<file path="src/hdl/fixtv_pkg.sv">
// Package for the tag=value message parser: result codes, field codes,
// result record type and tag lookup helpers. No dependencies.
`default_nettype none

package fixtv_pkg;

    localparam int NUM_W = 64;          // width of the number accumulator
    localparam int QUEUE_DEPTH = 4;     // result queue entries
    localparam int QPTR_W = $clog2(QUEUE_DEPTH);
    localparam int QCNT_W = $clog2(QUEUE_DEPTH + 1);

    localparam logic [7:0] DELIM_RESET = 8'd124;   // '|'
    localparam logic [7:0] CH_EQUAL = 8'd61;       // '='
    localparam logic [7:0] CH_ZERO = 8'd48;        // '0'
    localparam logic [7:0] CH_NINE = 8'd57;        // '9'
    localparam logic [7:0] CH_POINT = 8'd46;       // '.'
    localparam logic [7:0] CH_NUL = 8'd0;

    localparam logic [6:0] TAG_BAD = 7'd127;
    localparam logic [4:0] MAX_FRAC = 5'd19;

    // result kinds
    localparam logic [2:0] KIND_BEGIN = 3'd0;
    localparam logic [2:0] KIND_TEXT = 3'd1;
    localparam logic [2:0] KIND_END = 3'd2;
    localparam logic [2:0] KIND_MSGEND = 3'd3;
    localparam logic [2:0] KIND_ERROR = 3'd4;

    // error codes
    localparam logic [1:0] ERR_NONE = 2'd0;
    localparam logic [1:0] ERR_NO_EQUAL = 2'd1;
    localparam logic [1:0] ERR_BAD_TAG = 2'd2;

    // field ids
    localparam logic [3:0] FLD_ACCOUNT = 4'd0;
    localparam logic [3:0] FLD_CLORDID = 4'd1;
    localparam logic [3:0] FLD_SEQNUM = 4'd2;
    localparam logic [3:0] FLD_QTY = 4'd3;
    localparam logic [3:0] FLD_PRICE = 4'd4;
    localparam logic [3:0] FLD_SENDER = 4'd5;
    localparam logic [3:0] FLD_SYMBOL = 4'd6;
    localparam logic [3:0] FLD_SIDE = 4'd7;
    localparam logic [3:0] FLD_TARGET = 4'd8;

    // configuration register addresses (byte address bit 2 selects the index)
    localparam logic [2:0] ADDR_DELIM = 3'd0;

    typedef enum logic [2:0] {
        PH_TAG   = 3'b001,
        PH_VALUE = 3'b010,
        PH_SKIP  = 3'b100
    } phase_t;

    typedef struct packed {
        logic [2:0]  kind;
        logic [3:0]  field_id;
        logic [7:0]  text_byte;
        logic [63:0] number;
        logic [4:0]  price_scale;
        logic        side_bit;
        logic [1:0]  error_code;
        logic        last;
    } result_t;

    // results produced by one accepted byte
    typedef struct packed {
        logic [1:0] count;
        result_t    r0;
        result_t    r1;
    } push_t;

    typedef struct packed {
        logic       known;
        logic [3:0] id;
    } tag_lookup_t;

    function automatic tag_lookup_t field_of_tag(input logic [6:0] tag);
        tag_lookup_t res;
        res.known = 1'b1;
        case (tag)
            7'd1:    res.id = FLD_ACCOUNT;
            7'd11:   res.id = FLD_CLORDID;
            7'd34:   res.id = FLD_SEQNUM;
            7'd38:   res.id = FLD_QTY;
            7'd44:   res.id = FLD_PRICE;
            7'd49:   res.id = FLD_SENDER;
            7'd55:   res.id = FLD_SYMBOL;
            7'd54:   res.id = FLD_SIDE;
            7'd56:   res.id = FLD_TARGET;
            default:
            begin
                res.known = 1'b0;
                res.id = FLD_ACCOUNT;
            end
        endcase
        return res;
    endfunction

    function automatic logic is_text_field(input logic [3:0] f);
        return (f == FLD_ACCOUNT) || (f == FLD_CLORDID) || (f == FLD_SENDER) ||
               (f == FLD_SYMBOL) || (f == FLD_TARGET);
    endfunction

    function automatic logic is_digit(input logic [7:0] b);
        return (b >= CH_ZERO) && (b <= CH_NINE);
    endfunction

endpackage

`default_nettype wire

</file>
<file path="src/hdl/fixtv_if.sv">
// Valid/ready channel interfaces: message byte input and parse result output.
// Does not depend on fixtv_pkg; payload is plain fields.
`default_nettype none

interface fixtv_in_if;
    logic       valid;
    logic       ready;
    logic [7:0] msg_byte;

    modport source (output valid, output msg_byte, input ready);
    modport sink (input valid, input msg_byte, output ready);
endinterface

interface fixtv_out_if;
    logic        valid;
    logic        ready;
    logic [2:0]  kind;
    logic [3:0]  field_id;
    logic [7:0]  text_byte;
    logic [63:0] number;
    logic [4:0]  price_scale;
    logic        side_bit;
    logic [1:0]  error_code;
    logic        last;

    modport source (output valid, output kind, output field_id, output text_byte,
                    output number, output price_scale, output side_bit,
                    output error_code, output last, input ready);
    modport sink (input valid, input kind, input field_id, input text_byte,
                  input number, input price_scale, input side_bit,
                  input error_code, input last, output ready);
endinterface

`default_nettype wire

</file>
<file path="src/hdl/fix_tag_value_parser_core.sv">
// Top level of the tag=value message parser: APB register, parser, queue.
// Uses fixtv_pkg, fixtv_if, fixtv_parse and fixtv_queue.
//
//   channel   dir   beat                              handshake
//   msg_in    in    msg_byte, 0 = end of message     valid/ready
//   res_out   out   kind..last, one record per beat   valid/ready
//   apb       in    delimiter_char at 0x0             psel/penable, pready=1
//
// One byte per clock while bytes make at most one record each and res_out
// is not stalled, as msg_in.ready needs two free queue slots. Each byte is
// decoded in the cycle it is taken; its records (zero, one or two) land in
// a 4-entry queue, the first on res_out the next cycle if it was empty.
// Reset clears parser state and queue; delimiter returns to '|'.
`default_nettype none

module fix_tag_value_parser_core
    import fixtv_pkg::*;
(
    input  wire logic        clk,
    input  wire logic        rst_n,
    fixtv_in_if.sink         msg_in,
    fixtv_out_if.source      res_out,
    input  wire logic        psel,
    input  wire logic        penable,
    input  wire logic        pwrite,
    input  wire logic [2:0]  paddr,
    input  wire logic [31:0] pwdata,
    output logic [31:0]      prdata,
    output logic             pready
);

    logic [7:0] delim_reg;
    logic       room;
    logic       accept;
    logic       not_empty;
    push_t      push;
    result_t    head;

    assign pready = 1'b1;
    assign prdata = (paddr[2] == ADDR_DELIM[2]) ? {24'd0, delim_reg} : 32'd0;

    always_ff @(posedge clk or negedge rst_n)
    begin
        if (!rst_n)
        begin
            delim_reg <= DELIM_RESET;
        end
        else if (psel && penable && pwrite && pready && paddr[2] == ADDR_DELIM[2])
        begin
            delim_reg <= pwdata[7:0];
        end
    end

    assign msg_in.ready = room;
    assign accept = msg_in.valid && room;

    fixtv_parse u_parse (
        .clk      (clk),
        .rst_n    (rst_n),
        .accept   (accept),
        .msg_byte (msg_in.msg_byte),
        .delim    (delim_reg),
        .push     (push)
    );

    fixtv_queue u_queue (
        .clk       (clk),
        .rst_n     (rst_n),
        .push      (push),
        .pop       (not_empty && res_out.ready),
        .room      (room),
        .not_empty (not_empty),
        .head      (head)
    );

    assign res_out.valid = not_empty;
    assign res_out.kind = head.kind;
    assign res_out.field_id = head.field_id;
    assign res_out.text_byte = head.text_byte;
    assign res_out.number = head.number;
    assign res_out.price_scale = head.price_scale;
    assign res_out.side_bit = head.side_bit;
    assign res_out.error_code = head.error_code;
    assign res_out.last = head.last;

endmodule

`default_nettype wire

</file>
<file path="src/hdl/fixtv_parse.sv">
// Parser state and per-byte decode: tag accumulation, value conversion and
// generation of up to two result records per byte. Uses fixtv_pkg.
`default_nettype none

module fixtv_parse
    import fixtv_pkg::*;
(
    input  wire logic       clk,
    input  wire logic       rst_n,
    input  wire logic       accept,
    input  wire logic [7:0] msg_byte,
    input  wire logic [7:0] delim,
    output push_t           push
);

    phase_t             phase_reg, phase_next;
    logic [6:0]         tag_reg, tag_next;
    logic               nonempty_reg, nonempty_next;
    logic [3:0]         field_reg, field_next;
    logic [NUM_W-1:0]   acc_reg, acc_next;
    logic [4:0]         frac_reg, frac_next;
    logic               point_reg, point_next;
    logic               stopped_reg, stopped_next;
    logic               zero_text_reg, zero_text_next;
    logic [1:0]         vlen_reg, vlen_next;

    logic               clear;
    logic [10:0]        tag_prod;
    logic [NUM_W+3:0]   num_prod;
    logic [3:0]         digit;
    tag_lookup_t        lookup;
    result_t            fe;
    result_t            r0, r1;
    logic [1:0]         n;

    assign digit = 4'(msg_byte - CH_ZERO);
    assign tag_prod = 11'(tag_reg) * 11'd10 + 11'(digit);
    // acc*10 + d; any bit above NUM_W means the value would overflow
    assign num_prod = {acc_reg, 3'b000} + {3'b000, acc_reg, 1'b0} +
                      (NUM_W+4)'(digit);
    assign lookup = field_of_tag(tag_reg);

    // field end record for the current field
    always_comb
    begin
        fe = '0;
        fe.kind = KIND_END;
        fe.field_id = field_reg;
        case (field_reg)
            FLD_SEQNUM:  fe.number = 64'(acc_reg);
            FLD_QTY:     fe.number = {32'd0, acc_reg[31:0]};
            FLD_PRICE:
            begin
                fe.number = 64'(acc_reg);
                fe.price_scale = frac_reg;
            end
            FLD_SIDE:    fe.side_bit = !(zero_text_reg && vlen_reg == 2'd1);
            default:     fe.number = '0;
        endcase
    end

    always_comb
    begin
        phase_next = phase_reg;
        tag_next = tag_reg;
        nonempty_next = nonempty_reg;
        field_next = field_reg;
        acc_next = acc_reg;
        frac_next = frac_reg;
        point_next = point_reg;
        stopped_next = stopped_reg;
        zero_text_next = zero_text_reg;
        vlen_next = vlen_reg;
        clear = 1'b0;
        n = 2'd0;
        r0 = '0;
        r1 = '0;

        if (msg_byte == CH_NUL)
        begin
            r1.kind = KIND_MSGEND;
            r0 = r1;
            if (phase_reg == PH_VALUE)
            begin
                r0 = fe;
                n = 2'd2;
            end
            else if (phase_reg == PH_TAG && nonempty_reg)
            begin
                r0 = '0;
                r0.kind = KIND_ERROR;
                r0.error_code = ERR_NO_EQUAL;
                n = 2'd2;
            end
            else
            begin
                n = 2'd1;
            end
            phase_next = PH_TAG;
            clear = 1'b1;
        end
        else if (phase_reg == PH_SKIP)
        begin
            n = 2'd0;
        end
        else if (msg_byte == delim)
        begin
            n = 2'd1;
            if (phase_reg == PH_VALUE)
            begin
                r0 = fe;
                phase_next = PH_TAG;
            end
            else
            begin
                r0.kind = KIND_ERROR;
                r0.error_code = ERR_NO_EQUAL;
                phase_next = PH_SKIP;
            end
            clear = 1'b1;
        end
        else if (phase_reg == PH_TAG)
        begin
            if (msg_byte == CH_EQUAL)
            begin
                n = 2'd1;
                clear = 1'b1;
                if (nonempty_reg && lookup.known)
                begin
                    r0.kind = KIND_BEGIN;
                    r0.field_id = lookup.id;
                    phase_next = PH_VALUE;
                end
                else
                begin
                    r0.kind = KIND_ERROR;
                    r0.error_code = ERR_BAD_TAG;
                    phase_next = PH_SKIP;
                end
            end
            else
            begin
                nonempty_next = 1'b1;
                if (is_digit(msg_byte) && tag_reg != TAG_BAD)
                begin
                    tag_next = (tag_prod > 11'd126) ? TAG_BAD : tag_prod[6:0];
                end
                else
                begin
                    tag_next = TAG_BAD;
                end
            end
        end
        else if (is_text_field(field_reg))
        begin
            n = 2'd1;
            r0.kind = KIND_TEXT;
            r0.field_id = field_reg;
            r0.text_byte = msg_byte;
        end
        else if (field_reg == FLD_SIDE)
        begin
            if (vlen_reg == 2'd0)
            begin
                zero_text_next = (msg_byte == CH_ZERO);
            end
            if (vlen_reg != 2'd2)
            begin
                vlen_next = vlen_reg + 2'd1;
            end
        end
        else if (!stopped_reg)
        begin
            if (is_digit(msg_byte))
            begin
                if (point_reg && frac_reg >= MAX_FRAC)
                begin
                    stopped_next = 1'b1;
                end
                else if (num_prod[NUM_W+3:NUM_W] != 4'd0)
                begin
                    // saturate only before the point; fraction digit is dropped
                    if (!point_reg)
                    begin
                        acc_next = '1;
                    end
                    stopped_next = 1'b1;
                end
                else
                begin
                    acc_next = num_prod[NUM_W-1:0];
                    if (point_reg)
                    begin
                        frac_next = frac_reg + 5'd1;
                    end
                end
            end
            else if (msg_byte == CH_POINT && field_reg == FLD_PRICE && !point_reg)
            begin
                point_next = 1'b1;
            end
            else
            begin
                stopped_next = 1'b1;
            end
        end

        if (clear)
        begin
            tag_next = '0;
            nonempty_next = 1'b0;
            field_next = (phase_next == PH_VALUE) ? r0.field_id : FLD_ACCOUNT;
            acc_next = '0;
            frac_next = '0;
            point_next = 1'b0;
            stopped_next = 1'b0;
            zero_text_next = 1'b0;
            vlen_next = '0;
        end

        if (n == 2'd1)
        begin
            r0.last = 1'b1;
        end
        r1.last = 1'b1;
    end

    assign push = {(accept ? n : 2'd0), r0, r1};

    always_ff @(posedge clk or negedge rst_n)
    begin
        if (!rst_n)
        begin
            phase_reg <= PH_TAG;
            tag_reg <= '0;
            nonempty_reg <= 1'b0;
            field_reg <= '0;
            acc_reg <= '0;
            frac_reg <= '0;
            point_reg <= 1'b0;
            stopped_reg <= 1'b0;
            zero_text_reg <= 1'b0;
            vlen_reg <= '0;
        end
        else if (accept)
        begin
            phase_reg <= phase_next;
            tag_reg <= tag_next;
            nonempty_reg <= nonempty_next;
            field_reg <= field_next;
            acc_reg <= acc_next;
            frac_reg <= frac_next;
            point_reg <= point_next;
            stopped_reg <= stopped_next;
            zero_text_reg <= zero_text_next;
            vlen_reg <= vlen_next;
        end
    end

endmodule

`default_nettype wire

</file>
<file path="src/hdl/fixtv_queue.sv">
// Result queue: takes up to two records per cycle, hands out one per beat.
// Uses fixtv_pkg (push_t, result_t, depth constants).
`default_nettype none

module fixtv_queue
    import fixtv_pkg::*;
(
    input  wire logic   clk,
    input  wire logic   rst_n,
    input  wire push_t  push,
    input  wire logic   pop,
    output logic        room,
    output logic        not_empty,
    output result_t     head
);

    result_t            entry_reg [QUEUE_DEPTH];
    logic [QPTR_W-1:0]  wr_reg, wr_next;
    logic [QPTR_W-1:0]  rd_reg, rd_next;
    logic [QCNT_W-1:0]  cnt_reg, cnt_next;
    logic [QPTR_W-1:0]  wr_second;

    // two free slots needed, since one byte can make two records
    assign room = cnt_reg <= QCNT_W'(QUEUE_DEPTH - 2);
    assign not_empty = cnt_reg != '0;
    assign head = entry_reg[rd_reg];
    assign wr_second = wr_reg + QPTR_W'(1);

    assign wr_next = wr_reg + QPTR_W'(push.count);
    assign rd_next = pop ? rd_reg + QPTR_W'(1) : rd_reg;
    assign cnt_next = cnt_reg + QCNT_W'(push.count) - QCNT_W'(pop);

    always_ff @(posedge clk)
    begin
        if (push.count != 2'd0)
        begin
            entry_reg[wr_reg] <= push.r0;
        end
        if (push.count == 2'd2)
        begin
            entry_reg[wr_second] <= push.r1;
        end
    end

    always_ff @(posedge clk or negedge rst_n)
    begin
        if (!rst_n)
        begin
            wr_reg <= '0;
            rd_reg <= '0;
            cnt_reg <= '0;
        end
        else
        begin
            wr_reg <= wr_next;
            rd_reg <= rd_next;
            cnt_reg <= cnt_next;
        end
    end

endmodule

`default_nettype wire

</file>
<file path="src/flat_wrapper.sv">
// flat-port wrapper written by rule: the top's interface ports become plain ports
module fix_tag_value_parser_core_flat import fixtv_pkg::*;
  (clk, rst_n, psel, penable, pwrite, paddr, pwdata, prdata, pready, msg_in_valid, msg_in_msg_byte, msg_in_ready, res_out_valid, res_out_kind, res_out_field_id, res_out_text_byte, res_out_number, res_out_price_scale, res_out_side_bit, res_out_error_code, res_out_last, res_out_ready);
  fixtv_in_if msg_in_i ();
  fixtv_out_if res_out_i ();
  input  wire logic clk;
  input  wire logic rst_n;
  input  wire logic psel;
  input  wire logic penable;
  input  wire logic pwrite;
  input  wire logic [2:0] paddr;
  input  wire logic [31:0] pwdata;
  output logic [31:0] prdata;
  output logic pready;
  input wire logic [$bits(msg_in_i.valid)-1:0] msg_in_valid;
  input wire logic [$bits(msg_in_i.msg_byte)-1:0] msg_in_msg_byte;
  output wire logic [$bits(msg_in_i.ready)-1:0] msg_in_ready;
  output wire logic [$bits(res_out_i.valid)-1:0] res_out_valid;
  output wire logic [$bits(res_out_i.kind)-1:0] res_out_kind;
  output wire logic [$bits(res_out_i.field_id)-1:0] res_out_field_id;
  output wire logic [$bits(res_out_i.text_byte)-1:0] res_out_text_byte;
  output wire logic [$bits(res_out_i.number)-1:0] res_out_number;
  output wire logic [$bits(res_out_i.price_scale)-1:0] res_out_price_scale;
  output wire logic [$bits(res_out_i.side_bit)-1:0] res_out_side_bit;
  output wire logic [$bits(res_out_i.error_code)-1:0] res_out_error_code;
  output wire logic [$bits(res_out_i.last)-1:0] res_out_last;
  input wire logic [$bits(res_out_i.ready)-1:0] res_out_ready;
  assign msg_in_i.valid = msg_in_valid;
  assign msg_in_i.msg_byte = msg_in_msg_byte;
  assign msg_in_ready = msg_in_i.ready;
  assign res_out_valid = res_out_i.valid;
  assign res_out_kind = res_out_i.kind;
  assign res_out_field_id = res_out_i.field_id;
  assign res_out_text_byte = res_out_i.text_byte;
  assign res_out_number = res_out_i.number;
  assign res_out_price_scale = res_out_i.price_scale;
  assign res_out_side_bit = res_out_i.side_bit;
  assign res_out_error_code = res_out_i.error_code;
  assign res_out_last = res_out_i.last;
  assign res_out_i.ready = res_out_ready;
  fix_tag_value_parser_core u_core (.clk(clk), .rst_n(rst_n), .msg_in(msg_in_i), .res_out(res_out_i), .psel(psel), .penable(penable), .pwrite(pwrite), .paddr(paddr), .pwdata(pwdata), .prdata(prdata), .pready(pready));
endmodule
</file>
<file path="config.mk">
export PLATFORM = sky130hd
export DESIGN_NAME = fix_tag_value_parser_core_flat
export DESIGN_NICKNAME = d
export VERILOG_FILES = /design/src/hdl/fixtv_pkg.sv /design/src/hdl/fixtv_if.sv /design/src/hdl/fix_tag_value_parser_core.sv /design/src/hdl/fixtv_parse.sv /design/src/hdl/fixtv_queue.sv /design/src/flat_wrapper.sv
export SDC_FILE = /design/constraint.sdc
export NUM_CORES = 1
export LEC_CHECK = 0
export BUFFER_PORTS_ARGS = -buffer_cell sky130_fd_sc_hd__buf_4
export CORE_UTILIZATION = 35
export DETAILED_ROUTE_END_ITERATION = 16
export PLACE_DENSITY = 0.6
export SYNTH_ARGS = -nofsm -noshare
export SYNTH_HDL_FRONTEND = slang
export SYNTH_SLANG_ARGS = --single-unit
</file>
<file path="constraint.sdc">
create_clock -name clk -period 5 [get_ports clk]
set_input_delay 0.5 -clock clk [delete_from_list [all_inputs] [get_ports clk]]
set_output_delay 0.5 -clock clk [all_outputs]
set_load 0.005 [all_outputs]
</file>
Word level (Yosys, flattened, before mapping):

Memory sizes are Yosys's and may differ from the RTL's.
Index checks and enable logic that the tools add are counted.

* magnitude comparators: 5
* multiply operators: 1
* equality and inequality tests: 42
* mux-type cells: 129
* add/sub/neg operators: 11
* reduce and logical (&&, ||, !) cells: 42
* bitwise logic cells: 1

Operator list (count)
* $mux W64: 12
* $mux W88: 4
* $pmux W64 S2: 1
* $mux W82: 1
* $mux W7: 10
* $mux W70: 1
* $add A67 B65 Y68: 1
* $add A68 B4 Y68: 1
* $mux W5: 13
* $mux W1: 51
* $eq A7 B6 Y1 const B: 7
* $mux W2: 20
* $pmux W4 S8: 1
* $mux W3: 9
* $eq A8 B6 Y1 const B: 3
* $ne A2 B2 Y1 const B: 11
* $eq A4 B3 Y1 const B: 4
* $mux W8: 2
* $reduce_and A8 Y1: 2
* $reduce_bool A2 Y1: 8
* $mux W15: 1
* $logic_and A1 B1 Y1: 13
* $mux W13: 1
* $reduce_and A12 Y1: 1
* other kinds (43): 53

* memories: 1
* input bits: 50
* bits in writable memories: 352
* logic and storage cells: 246
* bits in registers: 104
* output and inout bits: 123

Memory list
* u_core.u_queue.entry_reg: words 4, bits a word 88, read ports 1, clocked after Yosys merged registers in 0, write ports 2, line fixtv_queue.sv:17 `result_t entry_reg [QUEUE_DEPTH];`

Longest topological paths before layout:

Gate-level depths: netlist of run 1.

* word-level depth: 14
* gate-level depth with buffers: 18
* gate-level depth less buffers: 16

Cells and area by module:

From an unflattened synthesis of run 1, not the netlist that was laid out.

* cell total of the unflattened synthesis: 2205
* area total of the unflattened synthesis: 28531.1 um2

Modules (own cells, without submodules)
* fixtv_queue: area each 17260.3 um2, cells each 890, seq. area each 10745.3 um2, times used 1
* fixtv_parse: area each 10672.7 um2, cells each 1261, seq. area each 2228.4 um2, times used 1
* fix_tag_value_parser_core: area each 598.1 um2, cells each 54, seq. area each 206.4 um2, times used 1

Worst setup path after synthesis of run 1:

No wires, ideal clock.

* kind: input port to flip-flop
* start point: input msg_in_msg_byte[3]
* end point: register u_core.u_parse.acc_reg[5]
* arrival: 3.918 ns
* buffers on the path: 2
* setup slack: 1.015 ns
* setup time: 0.067 ns
* stages: 17
* required time: 4.933 ns
* cell sequence: fa_1 -> inv_1 -> fa_1 -> nor2b_1 -> o31ai_2 -> a2111oi_4 -> nor3_1 -> o32ai_1 -> nor2_1 -> a21oi_1 -> o211a_1 -> nand2_1 -> or2_1 -> buf_2 -> a21oi_4 -> buf_6 -> o221a_1

* longest elaborated chain between the ends: 14
* elaborated cells between the ends (all ways): 36
* those cells by class: add/sub (2); order compare (2); eq/ne (11); mux (16); reduce/logical (5)

RTL lines
* start: declaration: line flat_wrapper.sv:16 `input wire logic [$bits(msg_in_i.msg_byte)-1:0] msg_in_msg_byte;`
* $sub A4 B1 Y4: line fixtv_parse.sv:36 `assign digit = 4'(msg_byte - CH_ZERO);`
* $add A68 B4 Y68: line fixtv_parse.sv:39 `assign num_prod = {acc_reg, 3'b000} + {3'b000, acc_reg, 1'b0} +`
* $reduce_bool A4 Y1: line fixtv_parse.sv:180 `else if (num_prod[NUM_W+3:NUM_W] != 4'd0)`
* $mux W64: line fixtv_parse.sv:180
* $mux W64: line fixtv_parse.sv:176 `if (point_reg && frac_reg >= MAX_FRAC)`
* $mux W64: line fixtv_parse.sv:174 `if (is_digit(msg_byte))`
* $mux W64: line fixtv_parse.sv:172 `else if (!stopped_reg)`
* $mux W64: line fixtv_parse.sv:161 `else if (field_reg == FLD_SIDE)`
* $mux W64: line fixtv_parse.sv:154 `else if (is_text_field(field_reg))`
* $mux W64: line fixtv_parse.sv:122 `else if (phase_reg == PH_TAG)`
* $mux W64: line fixtv_parse.sv:106 `else if (msg_byte == delim)`
* $mux W64: line fixtv_parse.sv:102 `else if (phase_reg == PH_SKIP)`
* $mux W64: line fixtv_parse.sv:79 `if (msg_byte == CH_NUL)`
* $mux W64: line fixtv_parse.sv:208 `if (clear)`
* end signal: assignment: line fixtv_parse.sv:251 `acc_reg <= acc_next;`
* end: declaration: line fixtv_parse.sv:20 `logic [NUM_W-1:0] acc_reg, acc_next;`

Parallel ways exist; a longest one is shown, timed or not. The select of a mux whose other input is x is not followed.
A chain may end at the register's enable or synchronous reset.

Worst setup path after layout of run 1:

* start point: register u_core.u_parse.acc_reg[0]
* end point: register u_core.u_parse.acc_reg[35]

* longest elaborated chain between the ends: 14
* elaborated cells between the ends (all ways): 16
* those cells by class: add/sub (2); eq/ne (1); mux (11); reduce/logical (2)

RTL lines (line)
* $add A67 B65 Y68 (*): fixtv_parse.sv:39
* $add A68 B4 Y68 (*): fixtv_parse.sv:39
* $reduce_bool A4 Y1: fixtv_parse.sv:180
* $mux W64: fixtv_parse.sv:180
* $mux W64: fixtv_parse.sv:176
* $mux W64: fixtv_parse.sv:174
* $mux W64: fixtv_parse.sv:172
* $mux W64: fixtv_parse.sv:161
* $mux W64: fixtv_parse.sv:154
* $mux W64: fixtv_parse.sv:122
* $mux W64: fixtv_parse.sv:106
* $mux W64: fixtv_parse.sv:102
* $mux W64: fixtv_parse.sv:79
* $mux W64: fixtv_parse.sv:208

Every way passes the cells marked *; elsewhere a longest branch is shown, timed or not. The select of a mux whose other input is x is not followed.

==> results of run 1 <==
==> stage by stage <==
stage / instances / utilization, % / setup WS (ns)
floorplan: 2615 / - / 1.01
CTS: 3501 / 40.2 / 0.584
global placement: 3414 / 37.8 / 0.395
finish: 3501 / 40.2 / 0.568
detailed placement: 3414 / 37.8 / 0.379
global route: 3501 / 40.2 / 0.270
==> area by class of cell <==
type	instances	share of cell area [%]
multi-input combinational	1909	49.3
sequential	456	35.9
clock buffer	70	5.33
timing repair buffer	152	4.52
tap	873	4.02
clock inverter	17	0.631
inverter	24	0.332
==> critical path, stage by stage, from the launching register on <==
cell,delay [ns]
dfrtp_1,0.43
fa_1,0.54
inv_1,0.06
fa_1,0.45
nor2b_1,0.22
o31ai_2,0.14
a211oi_1,0.38
o21ai_2,0.15
nor2_1,0.15
a31oi_2,0.15
o21ai_2,0.26
a31oi_2,0.13
mux2i_1,0.17
or2_1,0.32
a21oi_4,0.22
buf_4,0.33
o221a_1,0.24
==> cell usage in the layout (no fill, tap or decap), drive strengths merged, types with 4 or more instances in the layout <==
cell type	count
o21ai	396
dfxtp	344
nand3	335
nand2	190
buf	152
ha	148
nor2	145
a21oi	130
dfrtp	98
mux4	88
clkbuf	70
o221a	64
xnor2	51
a21o	32
xor2	31
inv	27
nor3	26
nor2b	25
conb	25
nand4	24
a31oi	17
and3	15
o21a	14
o21bai	14
a211oi	13
o31ai	12
nand2b	11
and2	10
clkinv	10
mux2	9
or3	9
o211ai	8
edfxtp	8
dfstp	6
fa	5
or2	5
a32oi	4
a221o	4
nor4	4
==> routing by layer <==
layer,GRT usage [%],wire (um),vias up
li1,-,-,9490
met1,26.1,31300,9978
met2,32.1,32300,488
met3,2.31,2980,107
met4,6.18,1740,0
met5,0,0,-
==> power by group through the flow <==
stage	clock network [mW]	registers [mW]	logic, mW
floorplan	0	4.34	2.82
global placement	0	4.69	3.47
detailed placement	0	4.71	3.53
CTS	3.72	4.63	3.54
global route	3.87	4.69	3.90
finish	3.65	4.63	3.53
==> cells by family (layout without fill, tap and decap cells) <==
| group | Yosys count | after routing | share of synthesized area, % |
|---|---|---|---|
| adders and majority gates | 153 | 153 | 8.11 |
| and+or+nand+nor | 817 | 817 | 16.1 |
| buffers and inverters | 250 | 263 | 4.63 |
| xor gates and xnor gates | 82 | 82 | 2.98 |
| muxes | 99 | 99 | 8.74 |
| DFF | 456 | 456 | 40.4 |
| other | 2 | 25 | 0.0312 |
| AOI/OAI and AO/OA | 733 | 733 | 18.9 |
==> worst paths after layout <==
| check | from | end | cells past startpoint |
|---|---|---|---|
| max in group asynchronous | rst_n | u_core.u_parse.acc_reg[26] | 2 |
| min in group clk | pwdata[1] | u_core.delim_reg[1] | 2 |
| worst min register to register | u_core.u_queue.entry_reg[2][0] | u_core.u_queue.entry_reg[2][0] | 1 |
| worst max-delay path | u_core.u_parse.acc_reg[0] | u_core.u_parse.acc_reg[35] | 16 |
| worst min-delay path | rst_n | u_core.u_parse.tag_reg[0] | 1 |
| worst max register to register | u_core.u_parse.acc_reg[0] | u_core.u_parse.acc_reg[35] | 16 |
==> flow_metrics.env, run 1 <==
export IMPL_combinationalPowerShare_pct=29.9
export IMPL_post_cts_buffers=0
export IMPL_cellPowerDensity_nw_per_um2=435
export IMPL_internal_power_mw=7.73
export IMPL_yosysWarnings=0
export IMPL_synth_common_cells="o21ai_0 (376), dfxtp_1 (344), nand3_1 (335)"
export IMPL_skew_ns=0.0284
export IMPL_irDropWorstVdd_v=0.000235
export IMPL_ff2ff_setup_slack_ns=0.57
export IMPL_synth_ff_type="dfxtp_1"
export IMPL_wirelength_um=68300
export IMPL_drv_slew=0
export IMPL_worstSetupPathType="flip-flop to flip-flop"
export IMPL_maxCapViolCount=0
export IMPL_grt_pass1_wl_um=110000
export IMPL_cts_sinks=456
export IMPL_htreeDepth=2
export IMPL_via_count=20100
export IMPL_fin_nets=2794
export IMPL_regArea_um2=9740
export IMPL_finalHoldViolCount=0
export IMPL_initial_core_util_pct=35.6
export IMPL_grt_setup_unrepaired="no"
export IMPL_path_max_fanout=27
export IMPL_drcViolationCount=0
export IMPL_numPortBuffers=121
export IMPL_yosys_register_bits=456
export IMPL_switchingPower_mw=4.08
export IMPL_cts_buffers=48
export IMPL_largest_register_ffs=352
export IMPL_relSlewSlack_pct=22.2
export IMPL_wl_per_cell_um=19.5
export IMPL_ys_seq_area_share_pct=40.4
export IMPL_place_area_um2=25500
export IMPL_yosysTopAreaCell="dfxtp_1"
export IMPL_diodes=0
export IMPL_total_power_mw=11.8
export IMPL_ios=173
export IMPL_finalHoldWorstSlack_ns=0.0292
export IMPL_synth_edf_count=8
export IMPL_grt_total_usage_pct=19.3
export IMPL_period_minus_slack_ns=4.43
export IMPL_cts_tree="done"
export IMPL_first_pass_iters=6
export IMPL_placementRows=95
export IMPL_fin_area_um2=27200
export IMPL_hpwl_um=46300
export IMPL_critPathLaunchType="flip-flop"
export IMPL_yosysUniqueCellTypes=85
export IMPL_syn_to_final_growth_pct=12.8
export IMPL_place_gp_congestion=0.928
export IMPL_period_share_pct=88.6
export IMPL_drt_initial_drc_count=1633
export IMPL_endpoint_kind="flip-flop"
export IMPL_postCtsHoldBufs=0
export IMPL_die_h_um=264
export IMPL_fp_dieW_um=264
export IMPL_synth_cell_area_um2=24100
export IMPL_syn_area_per_cell_um2=9.29
export IMPL_worstPathArrival_ns=4.94
export IMPL_drive_above_1_share_pct=14.4
export IMPL_tightest_slew_ns=1.17
export IMPL_grt_pass1_vias=20200
export IMPL_ant_nets=0
export IMPL_fill_cells=6587
export IMPL_finalSetupViolCount=0
export IMPL_tns_ns=0
export IMPL_cts_resized_gates=0
export IMPL_viasPerCell=5.73
export IMPL_multi_input_area_um2=13400
export IMPL_dieArea_um2=69800
export IMPL_clk_latency_ns=0.59
export IMPL_synth_most_common_cell="o21ai_0"
export IMPL_status="finished clean"
export IMPL_async_reset_ff_share_pct=22.8
export IMPL_leakagePower_nw=11.0
export IMPL_synth_top_area_share_pct=28.6
export IMPL_critPathRequiredTime_ns=5.51
export IMPL_antenna_found_initial=0
export IMPL_p_seq_share_pct=39.2
export IMPL_grt_max_degree=168
export IMPL_core_area_um2=67600
export IMPL_swShare_pct=34.6
export IMPL_cts_root_buf="clkbuf_16"
export IMPL_synth_cells=2592
export IMPL_hold_class="primary input to async pin"
export IMPL_power_frac_clock_pct=30.9
export IMPL_clk_pin_slew_worst_paths_ns=0.07
export IMPL_clk_path_buf_depth=3
export IMPL_fmax_ghz=0.226
export IMPL_synth_area_top_cells="dfxtp_1 (29%), dfrtp_1 (10%), mux4_2 (8.2%)"
export IMPL_grt_overflow_total=0
Power figures use the tool's default switching activity.
==> run 2: changes to the inputs <==
--- a/config.mk
+++ b/config.mk
@@ -6,9 +6,11 @@
 export NUM_CORES = 1
 export LEC_CHECK = 0
 export BUFFER_PORTS_ARGS = -buffer_cell sky130_fd_sc_hd__buf_4
+export CORE_ASPECT_RATIO = 1.5
 export CORE_UTILIZATION = 35
 export DETAILED_ROUTE_END_ITERATION = 16
 export PLACE_DENSITY = 0.6
+export REMOVE_ABC_BUFFERS = 1
 export SYNTH_ARGS = -nofsm -noshare
 export SYNTH_HDL_FRONTEND = slang
 export SYNTH_SLANG_ARGS = --single-unit
==> flow_metrics.env, run 2 (synthesis results as in run 1) <==
export IMPL_maxCapViolCount=0
export IMPL_final_common_cell="o21ai_0"
export IMPL_relSlewSlack_pct=24.4
export IMPL_grt_use_met2_pct=38.7
export IMPL_finalHoldViolCount=0
export IMPL_endpoint_kind="flip-flop"
export IMPL_power_frac_clock_pct=29.1
export IMPL_period_share_pct=90.7
export IMPL_utilization_pct=39.8
export IMPL_final_cell_mix="o21ai_0 (376), dfxtp_1 (344), nand3_1 (333)"
export IMPL_grt_pass1_vias=20600
export IMPL_skew_ns=0.0236
export IMPL_tns_ns=0
export IMPL_viasPerCell=5.70
export IMPL_cts_resized_gates=0
export IMPL_fp_dieW_um=216
export IMPL_drt_initial_drc_count=1206
export IMPL_holdPathStages=2
export IMPL_drive_above_1_share_pct=14.0
export IMPL_wl_per_cell_um=20.5
export IMPL_irDropWorstVdd_v=0.000278
export IMPL_grt_use_met3_pct=1.97
export IMPL_internal_power_mw=7.47
export IMPL_cellPowerDensity_nw_per_um2=427
export IMPL_antenna_found_initial=0
export IMPL_finalSetupViolCount=0
export IMPL_cts_buffers=43
export IMPL_hold_class="primary input to flip-flop"
export IMPL_grt_overflow_total=0
export IMPL_first_pass_iters=5
export IMPL_syn_to_final_growth_pct=12.3
export IMPL_post_cts_buffers=0
export IMPL_grt_pass1_wl_um=113000
export IMPL_core_area_um2=67900
export IMPL_cts_tree="done"
export IMPL_numPortBuffers=121
export IMPL_total_power_mw=11.5
export IMPL_fmax_ghz=0.221
export IMPL_hpwl_um=49100
export IMPL_htreeDepth=2
export IMPL_tightest_slew_ns=1.13
export IMPL_cts_root_buf="clkbuf_16"
export IMPL_clk_latency_ns=0.58
export IMPL_fin_nets=2789
export IMPL_path_max_fanout=64
export IMPL_cts_sinks=456
export IMPL_place_inst=3432
export IMPL_via_count=20000
export IMPL_p_seq_share_pct=40.0
export IMPL_initial_core_util_pct=35.4
export IMPL_ios=173
export IMPL_min_from="pwdata[6]"
export IMPL_critPathLaunchType="flip-flop"
export IMPL_combinationalPowerShare_pct=30.9
export IMPL_r2r_start="u_core.u_parse.acc_reg[0]"
export IMPL_wirelength_um=72100
export IMPL_largest_register_ffs=352
export IMPL_critPathLaunch="u_core.u_parse.acc_reg[0]"
export IMPL_cp_top_family="compound AO/OA/AOI/OAI gates"
export IMPL_die_h_um=323
export IMPL_grt_met1_usage_pct=22.9
export IMPL_drcViolationCount=0
export IMPL_slowest_stage="fa_1"
export IMPL_cp_depth=15
export IMPL_grt_max_degree=165
export IMPL_period_minus_slack_ns=4.53
export IMPL_diodes=0
export IMPL_critPathRequiredTime_ns=5.46
export IMPL_cp_num_buf_inv=2
export IMPL_clk_pin_slew_worst_paths_ns=0.07
export IMPL_worstPathCellList="fa_1 > inv_1 > fa_1 > nor2b_1 > o31ai_2 > a211oi_1 > o21ai_2 > nor2_1 > a31oi_2 > o21ai_2 > a31oi_2 > mux2i_1 > or3_2 > buf_12 > o221a_2"
export IMPL_reg2reg_depth=15
export IMPL_final_cells=3511
export IMPL_worstPathArrival_ns=5.00
export IMPL_place_gp_congestion=0.906
export IMPL_leakagePower_nw=10.9
export IMPL_clk_path_buf_depth=3
export IMPL_placementRows=117
export IMPL_grt_total_usage_pct=20.3
export IMPL_grt_setup_unrepaired="no"
export IMPL_drv_slew=0
export IMPL_switchingPower_mw=4.07
export IMPL_finalHoldWorstSlack_ns=0.172
export IMPL_dieArea_um2=69900
export IMPL_ant_nets=0
export IMPL_max_stage_delay_ns=0.56
export IMPL_status="finished clean"
export IMPL_grt_busiest_layer="met2"
export IMPL_fill_cells=6709
export IMPL_swShare_pct=35.2
export IMPL_worstSetupPathType="flip-flop to flip-flop"
-- run 2: changes by cell type in the layout (fill, tap and decap cells not counted), sizes merged --
cell and delta:
dlygate4sd3 +1, inv -2, clkbuf -3, bufinv -1, clkinvlp +1, clkinv -4
buf -1
-- run 2: worst reg2reg max path, cell delays in order, from the launching register on --
cell and delay (ns):
dfrtp_1 0.43, fa_1 0.56, inv_1 0.07, fa_1 0.46
nor2b_1 0.22, o31ai_2 0.13, a211oi_1 0.40, o21ai_2 0.14
nor2_1 0.20, a31oi_2 0.18, o21ai_2 0.26, a31oi_2 0.13
mux2i_1 0.19, or3_2 0.47, buf_12 0.22, o221a_2 0.36
-- run 2: layer usage --
metal,wire (um),vias up
met4,2440,0
met5,0,-
met3,2660,146
met2,38800,543
met1,28200,9867
li1,-,9457
-- run 2: power by group through the flow --
stage | logic [mW] | registers, mW | clock network, mW
finish | 3.57 | 4.62 | 3.36
global route | 3.94 | 4.69 | 3.56
CTS | 3.60 | 4.62 | 3.43
detailed placement | 3.58 | 4.70 | 0
global placement | 3.50 | 4.68 | 0
floorplan | 2.47 | 4.60 | 0
-- run 2: path summary, 6_finish.rpt --
kind,end,slack [ns]
max reg2reg,u_core.u_parse.acc_reg[11],0.47
min reg2reg,u_core.u_queue.entry_reg[0][75],0.47
max in group asynchronous,u_core.u_parse.frac_reg[4],3.12
max,u_core.u_parse.acc_reg[11],0.47
min in group asynchronous,u_core.delim_reg[7],0.49
min,u_core.delim_reg[6],0.17
-- run 2: area by class of cell --
type / count / area [um^2] / share of cell area, %
Timing Repair Buffer: 152 / 1260 / 4.65
Inverter: 24 / 90.1 / 0.333
Tap cell: 892 / 1120 / 4.13
Sequential cell: 456 / 9740 / 36.0
Clock buffer: 67 / 1310 / 4.84
Multi-Input combinational cell: 1909 / 13400 / 49.5
Clock inverter: 11 / 125 / 0.463
-- run 2: timing repair --
action | 4_1_cts | 5_1_grt
endpoints found under the setup margin | 0 | 0
hold buffers | 1 | 0
endpoints found under the hold margin | 33 | 0
-- run 2: through the flow --
stage | area (um^2) | setup slack (ns)
2_1_floorplan | 23100 | -0.692
3_3_place_gp | 25600 | 0.374
3_5_place_dp | 25600 | 0.283
4_1_cts | 27000 | 0.475
5_1_grt | 27000 | 0.171
6_report | 27000 | 0.466
==> run 3: changes to the inputs <==
--- a/config.mk
+++ b/config.mk
@@ -7,9 +7,9 @@
 export LEC_CHECK = 0
 export BUFFER_PORTS_ARGS = -buffer_cell sky130_fd_sc_hd__buf_4
 export CORE_ASPECT_RATIO = 1.5
-export CORE_UTILIZATION = 35
+export CORE_UTILIZATION = 61
 export DETAILED_ROUTE_END_ITERATION = 16
-export PLACE_DENSITY = 0.6
+export PLACE_DENSITY = 0.81
 export REMOVE_ABC_BUFFERS = 1
 export SYNTH_ARGS = -nofsm -noshare
 export SYNTH_HDL_FRONTEND = slang
==> flow_metrics.env, run 3 (synthesis results as in run 1) <==
export IMPL_hpwl_um=41900
export IMPL_placementRows=88
export IMPL_place_gp_congestion=0.959
export IMPL_multi_input_area_um2=13400
export IMPL_cellPowerDensity_nw_per_um2=432
export IMPL_htreeDepth=2
export IMPL_place_inst=3029
export IMPL_ant_nets=0
export IMPL_cts_tree="done"
export IMPL_dieArea_um2=40300
export IMPL_fill_cells=2989
export IMPL_period_minus_slack_ns=4.58
export IMPL_viasPerCell=6.56
export IMPL_fp_dieW_um=164
export IMPL_cts_sinks=456
export IMPL_via_count=20400
export IMPL_worstSetupPathType="flip-flop to flip-flop"
export IMPL_clk_latency_ns=0.56
export IMPL_antenna_found_initial=0
export IMPL_hold_class="primary input to async pin"
export IMPL_finalHoldViolCount=0
export IMPL_cts_resized_gates=0
export IMPL_maxCapViolCount=0
export IMPL_drt_initial_drc_count=1665
export IMPL_leakagePower_nw=10.9
export IMPL_drv_slew=0
export IMPL_drcViolationCount=0
export IMPL_regArea_um2=9740
export IMPL_fmax_ghz=0.218
export IMPL_grt_total_usage_pct=31.7
export IMPL_path_max_fanout=64
export IMPL_irDropWorstVdd_v=0.00112
export IMPL_cts_buffers=42
export IMPL_skew_ns=0.0169
export IMPL_place_ws_ns=0.281
export IMPL_grt_pass1_vias=20700
export IMPL_finalSetupViolCount=0
export IMPL_critPathRequiredTime_ns=5.49
export IMPL_place_area_um2=25000
export IMPL_syn_to_final_growth_pct=9.68
export IMPL_diodes=0
export IMPL_worstPathArrival_ns=5.07
export IMPL_relSlewSlack_pct=20.0
export IMPL_grt_setup_unrepaired="no"
export IMPL_tns_ns=0
export IMPL_wl_per_cell_um=20.7
export IMPL_drive_above_1_share_pct=13.8
export IMPL_cts_root_buf="clkbuf_16"
export IMPL_fin_nets=2781
export IMPL_ios=173
export IMPL_grt_max_degree=176
export IMPL_grt_overflow_total=0
export IMPL_period_share_pct=91.5
export IMPL_fin_area_um2=26400
export IMPL_critPathLaunchType="flip-flop"
export IMPL_postCtsHoldBufs=0
export IMPL_final_cells=3106
export IMPL_wirelength_um=64200
export IMPL_numPortBuffers=121
export IMPL_finalHoldWorstSlack_ns=0.00403
export IMPL_post_cts_buffers=0
export IMPL_status="finished clean"
export IMPL_grt_pass1_wl_um=103000
export IMPL_setup_ws_ns=0.423
export IMPL_clk_pin_slew_worst_paths_ns=0.07
export IMPL_final_common_cell="o21ai_0"
export IMPL_endpoint_kind="flip-flop"
export IMPL_die_h_um=245
export IMPL_final_cell_mix="o21ai_0 (376), dfxtp_1 (344), nand3_1 (333)"
export IMPL_initial_core_util_pct=62.3
export IMPL_core_area_um2=38600
export IMPL_first_pass_iters=7
export IMPL_tightest_slew_ns=1.20
export IMPL_clk_path_buf_depth=3
export IMPL_largest_register_ffs=352
==> run 3: final timing paths <==
kind / start / slack (ns) / depth (start not counted) / endpoint
max reg2reg: u_core.u_parse.acc_reg[0] / 0.42 / 16 / u_core.u_parse.acc_reg[23]
max in group asynchronous: rst_n / 3.78 / 2 / u_core.u_parse.acc_reg[52]
min: rst_n / 0.004 / 1 / u_core.u_queue.rd_reg[0]
min reg2reg: u_core.u_queue.entry_reg[3][0] / 0.47 / 1 / u_core.u_queue.entry_reg[3][0]
max: u_core.u_parse.acc_reg[0] / 0.42 / 16 / u_core.u_parse.acc_reg[23]
min in group clk: pwdata[1] / 0.17 / 2 / u_core.delim_reg[1]
==> run 3: layer usage <==
metal | part of all wire (%) | GRT usage [%]
met5 | 0 | 0
met4 | 4.4 | 16.2
met3 | 5.6 | 3.51
met2 | 52 | 56.7
met1 | 39 | 37.1
==> run 3: through the flow <==
stage                     power [mW]  util (%)
final                           11.4      68.3
after global placement          8.04      64.7
after floorplan                 7.08         -
after global routing            12.0      68.3
after detailed placement        8.17      64.7
after CTS                       11.4      68.3
==> run 3: report_power, final <==
group	internal (mW)	leakage [nW]	switching, mW
registers	4.03	4.23	0.507
clock network	1.84	0.688	1.43
logic	1.52	5.93	2.07
total	7.40	10.9	4.00
==> run 3: critical path, stage by stage (launching register included) <==
cell       delay, ns
dfrtp_1         0.44
fa_1            0.55
inv_1           0.07
fa_1            0.46
nor2b_1         0.21
o31ai_2         0.14
a2111oi_4       0.34
nor3_1          0.16
o32ai_1         0.47
nor2_1          0.13
a21oi_1         0.16
o211a_1         0.15
nand2_1         0.11
or2_1           0.34
a21oi_4         0.19
buf_12          0.31
o221a_1         0.24
==> run 3: cell type report <==
class / instances / area share [%]
Clock inverter: 15 / 0.616
Inverter: 24 / 0.341
Timing Repair Buffer: 145 / 4.41
Clock buffer: 62 / 4.69
Multi-Input combinational cell: 1909 / 50.7
Sequential cell: 456 / 36.9
Tap cell: 495 / 2.35
